<file path="src/design/adh_pkg.sv">
`timescale 1ns / 1ps
`default_nettype none

package adh_pkg;

  // one analysis frame
  typedef struct packed {
    logic        [15:0] tempo;
    logic signed [15:0] surround_level;
    logic signed [15:0] band_hi;
    logic signed [15:0] band_mid;
    logic signed [15:0] band_lo;
  } frame_t;

  // one detection result
  typedef struct packed {
    logic       excitement_rise;
    logic       volume_rise;
    logic       tempo_stable;
    logic [1:0] flag_total;
    logic       hook_detected;
  } result_t;

  // entry of the level delay line: surround and the three-band sum
  typedef struct packed {
    logic signed [15:0] surround;
    logic signed [17:0] band_sum;
  } level_t;

  // register indexes
  localparam logic [2:0] REG_COOLDOWN  = 3'd0;
  localparam logic [2:0] REG_RISE_THR  = 3'd1;
  localparam logic [2:0] REG_TEMPO_TOL = 3'd2;
  localparam logic [2:0] REG_VOL_GAIN  = 3'd3;
  localparam logic [2:0] REG_MIN_SCORE = 3'd4;

  // register reset values
  localparam logic [15:0] COOLDOWN_RST  = 16'd100;
  localparam logic [15:0] RISE_THR_RST  = 16'd256;
  localparam logic [15:0] TEMPO_TOL_RST = 16'd640;
  localparam logic [15:0] VOL_GAIN_RST  = 16'd18022;
  localparam logic [1:0]  MIN_SCORE_RST = 2'd2;

  // gap counter
  localparam logic [15:0] GAP_RST = 16'd1000;
  localparam logic [15:0] GAP_MAX = 16'hffff;

  // volume comparison scale, Q2.14 unity
  localparam int VOL_UNITY_SHIFT = 14;

  // default sizes
  localparam int HISTORY_LEN_DEF  = 20;
  localparam int LAG_DEF          = 10;
  localparam int TEMPO_WINDOW_DEF = 10;

endpackage

`default_nettype wire

</file>
<file path="src/design/audio_hook_detector.sv">
`timescale 1ns / 1ps
`default_nettype none

// channel | direction | handshake          | word
// --------+-----------+--------------------+-------------------------------
// in      | input     | in_valid/in_stall  | frame_t: tempo and four levels
// out     | output    | out_valid/out_stall| result_t: three flags, score, hook
// cfg     | input     | cfg_valid/cfg_ready| register index and write data
//
// one word per cycle sustained while out_stall stays low; the accepting edge shifts a frame into the
// history, and its result word, formed by the flag logic (volume multiplier, tempo deviation
// compares), is taken into the output register once that register is empty or being drained
// sync reset empties the history, gap counter to 1000, registers to defaults
// in_stall rises only while a shifted frame waits behind a stalled output
// cfg_ready is always high
module audio_hook_detector
  import adh_pkg::*;
#(
  parameter int HISTORY_LEN  = HISTORY_LEN_DEF,
  parameter int LAG          = LAG_DEF,
  parameter int TEMPO_WINDOW = TEMPO_WINDOW_DEF
) (
  input  wire logic        clk,
  input  wire logic        rst,
  input  wire logic        in_valid,
  output      logic        in_stall,
  input  wire frame_t      in_data,
  output      logic        out_valid,
  input  wire logic        out_stall,
  output      result_t     out_data,
  input  wire logic        cfg_valid,
  output      logic        cfg_ready,
  input  wire logic [2:0]  cfg_index,
  input  wire logic [15:0] cfg_data
);

  // widths; FILL_W and SUM_W derived from the sizes
  localparam int FILL_W = $clog2(HISTORY_LEN + 1);
  localparam int SUM_W  = 16 + $clog2(TEMPO_WINDOW);
  localparam int PROD_W = 35;

  // configuration registers
  logic [15:0] hold_off;
  logic [15:0] rise_threshold;
  logic [15:0] tempo_tolerance;
  logic [15:0] volume_gain;
  logic [1:0]  min_score;

  // history
  logic [15:0]      tempo_window [TEMPO_WINDOW];
  logic [SUM_W-1:0] tempo_sum;
  logic [SUM_W-1:0] tempo_sum_next;
  level_t           level_delay  [LAG+1];
  level_t           level_in;
  logic [FILL_W-1:0] fill_count;
  logic             pending;   // history holds a frame not yet scored

  // gap since the last hook
  logic [15:0] gap;

  // handshakes
  logic accept;
  logic advance;

  // flag logic
  logic                     full;
  logic signed [17:0]       surround_diff;
  logic                     exc;
  logic signed [PROD_W-1:0] now_prod;
  logic signed [PROD_W-1:0] then_prod;
  logic                     vol;
  logic [SUM_W-1:0]         tempo_limit;
  logic [SUM_W-1:0]         scaled;
  logic [SUM_W-1:0]         dev;
  logic                     stab;
  logic [1:0]               score;
  logic                     hook;
  result_t                  result;

  // ---------------------------------------------------------------------
  // handshakes: a shifted frame moves to the output register whenever that
  // register is empty or being drained this cycle
  // ---------------------------------------------------------------------
  assign advance   = pending && (!out_valid || !out_stall);
  assign in_stall  = pending && !advance;
  assign accept    = in_valid && !in_stall;
  assign cfg_ready = 1'b1;

  // ---------------------------------------------------------------------
  // configuration, out-of-range indexes ignored
  // ---------------------------------------------------------------------
  always_ff @(posedge clk) begin
    if (rst) begin
      hold_off        <= COOLDOWN_RST;
      rise_threshold  <= RISE_THR_RST;
      tempo_tolerance <= TEMPO_TOL_RST;
      volume_gain     <= VOL_GAIN_RST;
      min_score       <= MIN_SCORE_RST;
    end else if (cfg_valid && cfg_ready) begin
      unique case (cfg_index)
        REG_COOLDOWN:  hold_off        <= cfg_data;
        REG_RISE_THR:  rise_threshold  <= cfg_data;
        REG_TEMPO_TOL: tempo_tolerance <= cfg_data;
        REG_VOL_GAIN:  volume_gain     <= cfg_data;
        REG_MIN_SCORE: min_score       <= cfg_data[1:0];
        default: ;
      endcase
    end
  end

  // ---------------------------------------------------------------------
  // history shift on acceptance; the tempo sum is kept running so the
  // flag stage needs no adder tree
  // ---------------------------------------------------------------------
  assign tempo_sum_next = SUM_W'(({1'b0, tempo_sum} + (SUM_W+1)'(in_data.tempo))
                                 - (SUM_W+1)'(tempo_window[TEMPO_WINDOW-1]));

  always_comb begin
    level_in.surround = in_data.surround_level;
    level_in.band_sum = 18'(in_data.band_hi) + 18'(in_data.band_mid)
                      + 18'(in_data.band_lo);
  end

  always_ff @(posedge clk) begin
    if (rst) begin
      for (int i = 0; i < TEMPO_WINDOW; i++) begin
        tempo_window[i] <= '0;
      end
      for (int i = 0; i <= LAG; i++) begin
        level_delay[i] <= '0;
      end
      tempo_sum  <= '0;
      fill_count <= '0;
    end else if (accept) begin
      for (int i = TEMPO_WINDOW - 1; i > 0; i--) begin
        tempo_window[i] <= tempo_window[i-1];
      end
      tempo_window[0] <= in_data.tempo;
      for (int i = LAG; i > 0; i--) begin
        level_delay[i] <= level_delay[i-1];
      end
      level_delay[0] <= level_in;
      tempo_sum      <= tempo_sum_next;
      if (fill_count < FILL_W'(HISTORY_LEN)) begin
        fill_count <= fill_count + 1'b1;
      end
    end
  end

  always_ff @(posedge clk) begin
    if (rst) begin
      pending <= 1'b0;
    end else if (accept) begin
      pending <= 1'b1;
    end else if (advance) begin
      pending <= 1'b0;
    end
  end

  // ---------------------------------------------------------------------
  // flags, all forced low until the history is full
  // ---------------------------------------------------------------------
  assign full = (fill_count == FILL_W'(HISTORY_LEN));

  // surround rise over the lag
  assign surround_diff = 18'(level_delay[0].surround) - 18'(level_delay[LAG].surround);
  assign exc = full && (surround_diff >= $signed({2'b00, rise_threshold}));

  // volume: now * unity against then * gain, exact
  assign now_prod  = PROD_W'(level_delay[0].band_sum) <<< VOL_UNITY_SHIFT;
  assign then_prod = PROD_W'(level_delay[LAG].band_sum)
                   * PROD_W'($signed({1'b0, volume_gain}));
  assign vol = full && (now_prod > then_prod);

  // tempo: every |N*t - sum| below N*tol
  assign tempo_limit = SUM_W'(tempo_tolerance) * SUM_W'(TEMPO_WINDOW);

  always_comb begin
    stab   = full;
    scaled = '0;
    dev    = '0;
    for (int i = 0; i < TEMPO_WINDOW; i++) begin
      scaled = SUM_W'(tempo_window[i]) * SUM_W'(TEMPO_WINDOW);
      dev    = (scaled >= tempo_sum) ? scaled - tempo_sum : tempo_sum - scaled;
      if (dev >= tempo_limit) begin
        stab = 1'b0;
      end
    end
  end

  assign score = 2'(exc) + 2'(vol) + 2'(stab);
  assign hook  = (score >= min_score) && (gap > hold_off);

  always_comb begin
    result.excitement_rise = exc;
    result.volume_rise     = vol;
    result.tempo_stable    = stab;
    result.flag_total      = score;
    result.hook_detected   = hook;
  end

  // ---------------------------------------------------------------------
  // gap counter, stepped once per scored frame, saturating
  // ---------------------------------------------------------------------
  always_ff @(posedge clk) begin
    if (rst) begin
      gap <= GAP_RST;
    end else if (advance) begin
      if (hook) begin
        gap <= 16'd1;
      end else if (gap != GAP_MAX) begin
        gap <= gap + 16'd1;
      end
    end
  end

  // ---------------------------------------------------------------------
  // output register
  // ---------------------------------------------------------------------
  always_ff @(posedge clk) begin
    if (rst) begin
      out_valid <= 1'b0;
    end else if (advance) begin
      out_valid <= 1'b1;
    end else if (!out_stall) begin
      out_valid <= 1'b0;
    end
  end

  always_ff @(posedge clk) begin
    if (advance) begin
      out_data <= result;
    end
  end

  // ---------------------------------------------------------------------
  // checks
  // ---------------------------------------------------------------------
  a_pending_kept: assert property (@(posedge clk) disable iff (rst)
    pending && !advance |=> pending)
    else $error("shifted frame dropped before scoring");

  a_hook_resets_gap: assert property (@(posedge clk) disable iff (rst)
    advance && hook |=> gap == 16'd1)
    else $error("gap not restarted after hook");

  a_partial_history: assert property (@(posedge clk) disable iff (rst)
    advance && !full |=> out_data.flag_total == 2'd0)
    else $error("score set before history full");

  a_score_count: assert property (@(posedge clk) disable iff (rst)
    out_valid |-> out_data.flag_total == 2'($countones({out_data.excitement_rise,
      out_data.volume_rise, out_data.tempo_stable})))
    else $error("score does not match flags");

endmodule

`default_nettype wire

</file>
<file path="config.mk">
export PLATFORM = sky130hd
export DESIGN_NAME = audio_hook_detector
export DESIGN_NICKNAME = d
export VERILOG_FILES = /design/src/design/adh_pkg.sv /design/src/design/audio_hook_detector.sv
export SDC_FILE = /design/constraint.sdc
export NUM_CORES = 2
export LEC_CHECK = 0
export BUFFER_PORTS_ARGS = -buffer_cell sky130_fd_sc_hd__buf_2
export CAP_MARGIN = 25
export CORE_AREA = 2 2 417 337
export DETAILED_ROUTE_END_ITERATION = 16
export DIE_AREA = 0 0 419 339
export PLACE_DENSITY = 0.72
export SYNTH_ARGS = -nofsm -noshare
export SYNTH_HDL_FRONTEND = slang
export SYNTH_SLANG_ARGS = --single-unit
</file>
<file path="constraint.sdc">
create_clock -name clk -period 19.6 [get_ports clk]
set_clock_uncertainty 0.05 [all_clocks]
set_input_delay 2.94 -clock clk [delete_from_list [all_inputs] [get_ports clk]]
set_output_delay 2.94 -clock clk [all_outputs]
set_load 0.01 [all_outputs]
</file>
==> impl_results.md <==
* Pins Over Slew Limit at 0
* Switching share of power at 0.489
* CP Launch Type: register
* TritonCTS Buffers at 72
* Initial DRT Pass Iterations at 6
* Final hold vios at 0
* Clk pin slew, worst setup/hold paths at about 0.060 ns
* Sequential share of power at 0.165
* Global-route wire length before repair at ~320000 µm
* Fin util at 0.535
* Syn avg cell area at approximately 9.3 µm²
* Initial core utilization at 0.498
* Slowest stage cell, crit path: o41ai_1
* Synth async-reset ratio at 0
* Mapped Area at ~69000 µm²
* Critical Path Fanout Max at 32
* GPL Wtd Cong at 0.973
* Hpwl dp at 155000 µm
* Post-Syn Nets at around 9000
* Core Area at between 100000 and 150000 µm²
* Total track usage at 0.289
* Clk Latency, worst-skew pair at around 0.73 ns
* Root buffer cell: clkbuf_16
* RSZ-0062 raised after global routing: no
* CTS tree: done
* Post-DR vias/cell at a little under 6
* Final #Nets at between 8000 and 9000
* Worst Max-Slew Pin Slew at ~1.1 ns
* Final wirelength at about 210000 µm
* Synth Instances at roughly 7400
* Vias in the first global route at approximately 52000
* Worst vdd rail ir drop at 103 µV
* Netlist cell types at between 80 and 90
* Slew HR at 0.276
* Fin crit period at roughly 13 ns
* Prevailing post-synth register cell: edfxtp_1
* Outcome: completed
* Ports at about 110
* Max cap viols at 0
* CTS Sinks at between 600 and 700
* Synth area leader: edfxtp_1
* Drt wl/cell at between 20 and 25 µm
* Via count at ~55000
* Fillers at around 12000
* Synth top area cells: edfxtp_1, ha_1, fa_1, inv_1, and3_1
* Die Span X at 419 µm
* Final cycle utilization of the critical path at 0.638
* Post-CTS Hold Buffers at 0
* PortBufs at between 100 and 150
* Crit Path Class: register to register
* Total internal power at 5.21 mW
* Worst reg2reg path depth at 48
* Synth warn at 0
* Die height at 339 µm
* DRC viols at 0
* Setup Fix Bufs, Post-CTS at 0
* Most frequent cells after synthesis: ha_1, inv_1, edfxtp_1, nand2_1, a21oi_1
* CTS resizes at 0
* Worst path arrival time at between 10 and 15 ns
* Total gr overflow at 0
* Clock power share at 0.142
* Fmax at between 70 and 80 MHz
* Hold path depth at 2
* First DRT Iteration DRCs at 5714
* CP required at about 20 ns
* Critical path capture point type: register
* CTS H-tree depth at 3
* Row count at approximately 120
* Logic pwr share at 0.692
* Tot Pwr at 10.2 mW
* Layout cells sized above 1 at 0.0545
* Seq/Total Area, Yosys at 0.268
* Post-synth EDFFs at between 500 and 600
* Die area at around 140000 µm²
* CTS Buffer Depth at 3
* Antenna violations before repair at 11
* Synthesized flop and latch total at roughly 650
* Antenna-violating nets left at 0
* Largest net degree at the start of global routing at approximately 220
* Setup TNS at 0 ns
* Worst hold path class: register to register
* Total net switching power at between 4 and 5 mW
* Top-area cell type share of the netlist area at 0.237
* # setup viols final at 0
* Pwr dens at about 140 nW/µm²
* Critical path's largest stage delay at 0.61 ns
* Area Overhead vs Synth at 7.36%
* Leakage at between 30 and 40 nW
* Top-count cell post-synth: ha_1
-- through the flow --
step | setup WS (ns) | std cells | hold WS (ns) | cell area, µm²
6_report | 7.09 | 9243 | 0.405 | 73600
4_1_cts | 7.32 | 9240 | 0.408 | 73600
3_3_place_gp | 7.70 | 9103 | 0.393 | 71000
3_5_place_dp | 7.36 | 9107 | 0.400 | 71100
2_1_floorplan | 3.94 | 7350 | 0.386 | 68600
5_1_grt | 6.30 | 9240 | 0.424 | 73600
-- worst max-delay path, delay by kind of cell (launching register included) --
| family | cells | cell delay [ns] |
|---|---|---|
| adder cells (fa/ha/maj) | 7 | 2.16 |
| flip-flops | 1 | 0.44 |
| AO/OA/AOI/OAI | 28 | 6.52 |
| multiplexers | 1 | 0.40 |
| AND/OR/NAND/NOR | 7 | 1.72 |
| XOR/XNOR | 3 | 0.55 |
| buffers and inverters | 2 | 0.50 |
-- registers in the layout (all words and copies together) (netlist names) --
register,count
level_delay,374
tempo_window,160
tempo_sum,20
gap,16
hold_off,16
rise_threshold,16
tempo_tolerance,16
volume_gain,16
out_data,6
fill_count,5
min_score,2
out_valid,1
pending,1
-- final timing paths --
check / startpoint / end / slack (ns)
max: tempo_window[0][17] / gap[8] / 7.09
min reg2reg: hold_off[10] / hold_off[10] / 0.41
min: hold_off[10] / hold_off[10] / 0.41
max reg2reg: tempo_window[0][17] / gap[8] / 7.09
-- cells in the final DEF (no fill, tap or decap), types with 92 or more instances in the layout --
cell type / count
ha_1: 1067
inv_1: 831
edfxtp_1: 540
nand2_1: 527
a21oi_1: 506
and3_1: 479
fa_1: 359
o21ai_0: 339
nor2_1: 338
xnor2_1: 276
a21o_1: 249
and2_1: 182
xor2_1: 141
buf_2: 111
dfxtp_1: 104
nand4_1: 93
nand3_1: 92
-- routing by layer --
layer	GRT usage	vias up	share of wire
li1	-	25700	-
met1	0.440	26600	0.46
met2	0.410	2028	0.41
met3	0.0568	321	0.094
met4	0.0876	6	0.032
met5	0	-	0.00022
-- kinds of logic (layout without fill, tap and decap cells) --
logic type                 Yosys count  count (layout)  synth area share
DFF                                649             649             0.268
and+or+nand+nor                   1987            1987             0.148
adders and majority gates         1426            1426             0.300
xor gates and xnor gates           417             417            0.0533
buffers and inverters             1134            1164            0.0630
muxes                              119             119            0.0181
other                                1               4         0.0000547
AOI/OAI and AO/OA                 1617            1617             0.150
-- cell type report --
class,count,area (µm²),share of cell area
multi-input combinational,5567,45900,0.623
inverter,833,3140,0.0427
clock buffer,88,1940,0.0263
sequential,649,18400,0.250
tap,1860,2330,0.0316
timing repair buffer,198,1310,0.0179
clock inverter,45,579,0.00787
antenna,3,7.51,0.000102
-- power groups by stage --
stage / clock network [mW] / logic, mW / registers, mW
3_3_place_gp: 0 / 6.73 / 1.71
5_1_grt: 1.53 / 7.77 / 1.69
4_1_cts: 1.48 / 6.90 / 1.68
3_5_place_dp: 0 / 6.84 / 1.71
6_report: 1.45 / 7.06 / 1.69
2_1_floorplan: 0 / 4.98 / 1.71
Power figures use the tool's default switching activity.
